**config.mk**
```make
export PLATFORM = sky130hd
export DESIGN_NAME = acm_ram
export DESIGN_NICKNAME = d
export VERILOG_FILES = /design/src/design/acm_ram.sv
export SDC_FILE = /design/constraint.sdc
export NUM_CORES = 1
export LEC_CHECK = 0
export BUFFER_PORTS_ARGS = -buffer_cell sky130_fd_sc_hd__buf_2
export CORE_MARGIN = 2
export CORE_UTILIZATION = 50
export CTS_BUF_LIST = sky130_fd_sc_hd__clkbuf_2 sky130_fd_sc_hd__clkbuf_4 sky130_fd_sc_hd__clkbuf_8
export CTS_CLUSTER_SIZE = 10
export DETAILED_ROUTE_END_ITERATION = 10
export PLACE_DENSITY = 0.64
export RECOVER_POWER = 50
export SKIP_LAST_GASP = 1
export SLEW_MARGIN = 10
export SYNTH_ARGS = -nofsm -noshare
export SYNTH_HDL_FRONTEND = slang
export SYNTH_SLANG_ARGS = --single-unit
```
**constraint.sdc**
```tcl
create_clock -name clk -period 2.3 [get_ports clk]
set_clock_uncertainty 0.15 [all_clocks]
set_input_delay 0.115 -clock clk [delete_from_list [all_inputs] [get_ports clk]]
set_output_delay 0.115 -clock clk [all_outputs]
set_load 0.01 [all_outputs]
```
**src/design/acm_ram.sv**
```systemverilog
// generic simple dual-port ram, one write and one registered read port
// no dependencies
module acm_ram #(
  parameter int WIDTH = 8,
  parameter int DEPTH = 16
) (
  input  logic                     clk,
  input  logic                     we,
  input  logic [$clog2(DEPTH)-1:0] waddr,
  input  logic [WIDTH-1:0]         wdata,
  input  logic                     re,
  input  logic [$clog2(DEPTH)-1:0] raddr,
  output logic [WIDTH-1:0]         rdata
);
  logic [WIDTH-1:0] mem [DEPTH];

  always_ff @(posedge clk) begin
    if (we) begin
      mem[waddr] <= wdata;
    end
    if (re) begin
      rdata <= mem[raddr];
    end
  end
endmodule

```
After elaboration in Yosys (flattened, before gate mapping)
Memories as Yosys holds them, arrays and structs flattened. A register that Yosys moved wholly into a read port is not among the register bits.
Cells that the tools add are included.
{"block": "op_classes", "eq_ne": 0, "n_div": 0, "reduce_logical": 0, "mux": 2, "n_shift": 0, "multipliers": 0, "add_sub_neg": 0, "n_bitwise": 0, "order_cmp": 0}
{"operator": "$mux 1", "count": 2}
{"block": "totals", "register_bits": 0, "rom_bits": 0, "output_inout_bits": 8, "elab_cells": 3, "latch_bits": 0, "ramBits": 128, "memories": 1, "input_bits": 19}
{"memory": "mem", "words": 16, "word_bits": 8, "read_ports": 1, "rd_ports_with_merged_regs": 1, "wr": 1, "line": "15", "text": "logic [WIDTH-1:0] mem [DEPTH];"}

Depth between registers and ports, before layout
Gate-level depths: netlist of the first run.
{"block": "depth", "depth_word": 2, "depth_mapped": 5, "depth_no_buf": 3}

Worst setup path before layout of the first run
Ideal clock, no wire load.
{"block": "synth_timing", "kind": "input to register", "from": "input waddr[2]", "to": "memory mem[0][0], enable pin", "n_path_buf": 0, "required_time_ns": 1.767, "stages": 2, "setup_ns": 0.383, "arrival_ns": 1.225, "setup_slack_ns": 0.542, "path_cell_list": "or3b_2 > nor3_1"}
{"element": "from (decl)", "line": "9", "text": "input logic [$clog2(DEPTH)-1:0] waddr,"}
{"element": "to (decl)", "line": "15"}
Straight into the memory's write port.

==> results of run 1 <==
metal layers:
layer  routed length (um)  part of all wire [%]  vias to the layer above
li1                     -                     -                     1107
met1                 4160                    42                     1279
met2                 5100                    52                       78
met3                  556                   5.6                        2
met4                   29                  0.29                        0
met5                    0                     0                        -
per-stage QoR:
step	hold slack (ns)	worst slack [ns]	power, mW	cells	instance area, um2
2_1_floorplan	0.0639	0.542	3.00	229	5230
3_3_place_gp	0.351	0.408	3.11	402	5620
3_5_place_dp	0.362	0.408	3.12	402	5620
4_1_cts	0.0799	0.651	4.73	439	6030
5_1_grt	0.115	0.547	4.85	439	6000
6_report	0.104	0.630	4.68	439	6000
sequential cells by signal, summed over array words and instances (netlist names):
signal and cells:
rdata 8, mem 128
worst max-delay path, stage by stage (launching register included):
cell	delay, ns
edfxtp_1	0.37
mux4_1	0.51
a22oi_1	0.30
nand2_1	0.09
kinds of logic (layout without fill, tap and decap cells):
family                 count (synthesis)  count (layout)  share of synthesized area [%]
AOI/OAI and AO/OA                     16              16                           2.30
buffers and inverters                 10              84                           1.65
DFF                                  136             136                           78.1
muxes                                 32              32                           14.8
and+or+nand+nor                       35              35                           3.14
path summary, 6_finish.rpt:
path	end
setup / recovery	rdata[3]$_DFFE_PP_
hold / removal	mem[7][2]$_DFFE_PP_
setup reg to reg	rdata[3]$_DFFE_PP_
hold reg to reg	rdata[5]$_DFFE_PP_
cell type report:
cell class	instances	area share [%]
multi-input combinational	83	17.6
clock inverter	9	1.04
sequential	136	68.0
tap	136	2.83
clock buffer	19	4.15
timing repair buffer	56	6.34
where the power goes:
part / total, mW / internal [mW] / switching, mW / leakage, nW
sequential: 2.81 / 2.79 / 0.0133 / 1.24
clock: 1.61 / 0.826 / 0.785 / 0.163
combinational: 0.264 / 0.117 / 0.148 / 0.594
cell usage after synthesis:
cell	count	area (um2)
a22oi_1	16	120
and2_1	1	6.26
and2b_1	1	7.51
buf_2	3	15.0
buf_4	1	7.51
buf_6	3	33.8
clkdlybuf4s25_2	3	30.0
edfxtp_1	136	4080
mux4_1	14	368
mux4_2	18	405
nand2_1	9	33.8
nand2b_1	2	12.5
nand3_1	1	5.00
nand3b_1	2	15.0
nor2_1	13	48.8
nor2b_1	1	6.26
nor3_1	4	20.0
or3b_2	1	8.76
what timing repair did:
item / 4_1_cts / 5_1_grt
endpoints found under the hold margin: 136 / 0
hold buffers: 9 / 0
endpoints found under the setup margin: 0 / 0
buffers inserted: 0 / 0
==> results.json, run 1 <==
{
  "hpwl_um": 6180,
  "max_cap_violations": 0,
  "drive_gt1_share_pct": 25.1,
  "seq_area_um2": 4080,
  "synth_nets": 248,
  "layout_common_cells": "edfxtp_1 (136), mux4_2 (18), clkbuf_8 (17), buf_2 (17)",
  "ctsResizeCount": 0,
  "cts.sinks": 136,
  "worst_slew_pin_slew_ns": 0.671,
  "required_ns": 2.31,
  "setup_tns_ns": 0,
  "syn_to_final_growth_pct": 14.8,
  "seq_area_frac_synth_pct": 78.1,
  "critPathArrivalTime_ns": 1.68,
  "ios": 27,
  "ys_warn_count": 0,
  "met2_usage_pct": 31.1,
  "final_common_cell": "edfxtp_1",
  "cts_root_buffer": "clkbuf_8",
  "avgSynthCellArea_um2": 22.8,
  "port_buffers": 26,
  "final_nets": 313,
  "grt_pass1_vias": 2585,
  "die_area_um2": 11300,
  "antenna_left": 0,
  "synth_area_um2": 5230,
  "core_um2": 10200,
  "startpoint": "mem[0][3]$_DFFE_PP_",
  "die_y_um": 106,
  "fin_crit_sh_pct": 72.6,
  "drtPass1Iterations": 4,
  "r2r_cells": 3,
  "finalCriticalPeriod_ns": 1.67,
  "rows": 37,
  "grt_max_degree": 33,
  "gr-usage-met3_pct": 5.15,
  "start_util_pct": 51.1,
  "hold_path_startpoint": "waddr[2]",
  "grt_pass1_wl_um": 15100,
  "power_leakage_nw": 1.99,
  "fmax_ghz": 0.599,
  "power_density_nw_per_um2": 780,
  "clk_pin_slew_ns": 0.07,
  "fp.dieW_um": 106,
  "routedWlPerCell_um": 22.4,
  "rsz0062_at_grt": "false",
  "wl_um": 9840,
  "slew_violations": 0,
  "antenna_found_initial": 0,
  "use_met1_pct": 25.9,
  "fin_util_pct": 58.7,
  "syn_inst": 229,
  "end_kind": "register",
  "num_vias": 2466,
  "cp-start-kind": "register",
  "status": "finished clean",
  "cts_buffers": 17,
  "crit_path_max_fanout": 1,
  "routabilityCongestion": 0.722,
  "relSlewSlack_pct": 55.2,
  "synth.ff_latch_count": 136,
  "insertion_delay_ns": 0.42,
  "hold_viol": 0,
  "drt-vias-per-instance": 5.62,
  "fillers": 767,
  "drc_errors": 0,
  "reg2reg_setup_slack_ns": 0.63,
  "hold_path.class": "in2reg",
  "diodes": 0,
  "whs_path_depth": 3,
  "clk_path_buf_depth": 2,
  "top_usage_layer": "met2",
  "ys_types": 18,
  "multi_input_area_um2": 1060,
  "r2r-start": "mem[0][3]$_DFFE_PP_",
  "crit_type": "reg2reg",
  "cts_tree": "done",
  "peakVddDrop_mv": 0.372,
  "grt_usage_pct": 19.2,
  "htree_num_levels": 4,
  "drtIter0Drc": 121,
  "setup_viol": 0,
  "grt.overflow.total": 0
}
Power figures use the tool's default switching activity.
==> inputs of run 2 (changes only) <==
==> constraint.sdc (replaced) <==
create_clock -name clk -period 1.7 [get_ports clk]
set_clock_uncertainty 0.15 [all_clocks]
set_input_delay 0.085 -clock clk [delete_from_list [all_inputs] [get_ports clk]]
set_output_delay 0.085 -clock clk [all_outputs]
set_load 0.01 [all_outputs]
==> results.json, run 2 (synthesized netlist as in run 1, its figures left out) <==
{
  "cts.sinks": 136,
  "fmax_ghz": 0.597,
  "reg2reg_to": "rdata[3]$_DFFE_PP_",
  "min_to": "mem[0][5]$_DFFE_PP_",
  "drive_gt1_share_pct": 25.8,
  "antenna_found_initial": 0,
  "finalCriticalPeriod_ns": 1.68,
  "max_cap_violations": 0,
  "place_area_um2": 5640,
  "worst_slew_pin_slew_ns": 0.703,
  "clk_pin_slew_ns": 0.07,
  "routabilityCongestion": 0.769,
  "setup_viol": 0,
  "power_density_nw_per_um2": 1080,
  "grt_max_degree": 33,
  "rows": 37,
  "status": "finished clean",
  "final_nets": 315,
  "die_area_um2": 11300,
  "insertion_delay_ns": 0.43,
  "slew_violations": 0,
  "fin_cells": 442,
  "largest_register_ffs": 128,
  "final_common_cell": "edfxtp_1",
  "drtIter0Drc": 203,
  "rsz0062_at_grt": "false",
  "setup_tns_ns": 0,
  "wl_um": 10100,
  "r2r_cells": 3,
  "syn_to_final_growth_pct": 15.9,
  "hold_path.class": "in2reg",
  "required_ns": 1.73,
  "fp.dieW_um": 106,
  "crit_type": "reg2reg",
  "cts_buffers": 17,
  "clk_path_buf_depth": 2,
  "port_buffers": 26,
  "routedWlPerCell_um": 22.8,
  "die_y_um": 106,
  "whs_path_depth": 3,
  "post_cts_buffers": 0,
  "seq_area_um2": 4080,
  "pre_cts_slack_ns": -0.109,
  "htree_num_levels": 4,
  "crit_path_max_fanout": 1,
  "relSlewSlack_pct": 53.1,
  "cp-start-kind": "register",
  "grt_pass1_wl_um": 15600,
  "hold_path_startpoint": "waddr[0]",
  "cts_root_buffer": "clkbuf_8",
  "regMostFlops": "mem",
  "end_kind": "register",
  "reg2reg_setup_slack_ns": 0.02,
  "hold_slack_ns": 0.0818,
  "r2r-start": "mem[5][3]$_DFFE_PP_",
  "fillers": 780,
  "drt-vias-per-instance": 5.74,
  "drtPass1Iterations": 4,
  "grt_usage_pct": 20.1,
  "grt_pass1_vias": 2609,
  "fin_util_pct": 59.2,
  "start_util_pct": 51.1,
  "design_area_um2": 6060,
  "core_um2": 10200,
  "num_vias": 2538,
  "dp.cells": 404,
  "fin_crit_sh_pct": 98.5,
  "multi_input_area_um2": 1070,
  "grt.overflow.total": 0,
  "layout_setup_ws_ns": 0.0248,
  "ios": 27,
  "peakVddDrop_mv": 0.520,
  "hold_viol": 0,
  "cts_tree": "done",
  "hpwl_um": 6410,
  "power_leakage_nw": 2.01,
  "largestRegisters": "mem: 128 flops, rdata: 8 flops",
  "drc_errors": 0,
  "critPathArrivalTime_ns": 1.70,
  "layout_common_cells": "edfxtp_1 (136), mux4_2 (18), clkbuf_8 (17), buf_2 (17)",
  "antenna_left": 0,
  "diodes": 0,
  "total_power_mw": 6.55
}
## run 2: worst max-delay path by stage
stage	slack (ns)	from	cells past startpoint	endpoint
2_1_floorplan	0.18	raddr[0]	5	rdata[1]$_DFFE_PP_
3_3_place_gp	-0.12	raddr[0]	5	rdata[3]$_DFFE_PP_
3_5_place_dp	-0.11	raddr[0]	6	rdata[4]$_DFFE_PP_
4_1_cts	0.04	mem[5][3]$_DFFE_PP_	3	rdata[3]$_DFFE_PP_
5_1_grt	0.02	mem[5][3]$_DFFE_PP_	3	rdata[3]$_DFFE_PP_
6_report	0.02	mem[5][3]$_DFFE_PP_	3	rdata[3]$_DFFE_PP_
## run 2: area by class of cell
class	instances	area share (%)
clock inverter	8	1.36
timing repair buffer	58	6.34
clock buffer	21	4.36
sequential	136	67.4
tap	136	2.81
multi-input combinational	83	17.7
## run 2: timing repair
item                                   CTS  global route
hold buffers                             9             0
endpoints found under the hold margin  136             0
setup endpoints to repair                0             2
resized for setup                        0             2
## run 2: critical path: stages (launching register included)
cell and delay, ns:
edfxtp_1 0.37, mux4_1 0.56, a22oi_1 0.26, nand2_1 0.08
## run 2: metal layers
layer / vias up / track usage (%) / wire (um)
met5: - / 0 / 0
met4: 0 / 8.18 / 138
met3: 11 / 4.84 / 644
met2: 99 / 31.3 / 4970
met1: 1313 / 27.7 / 4340
li1: 1115 / - / -
## run 2: where the power goes
group / switching (mW) / internal [mW]
Combinational: 0.208 / 0.163
Clock: 1.07 / 1.31
Sequential: 0.0219 / 3.78
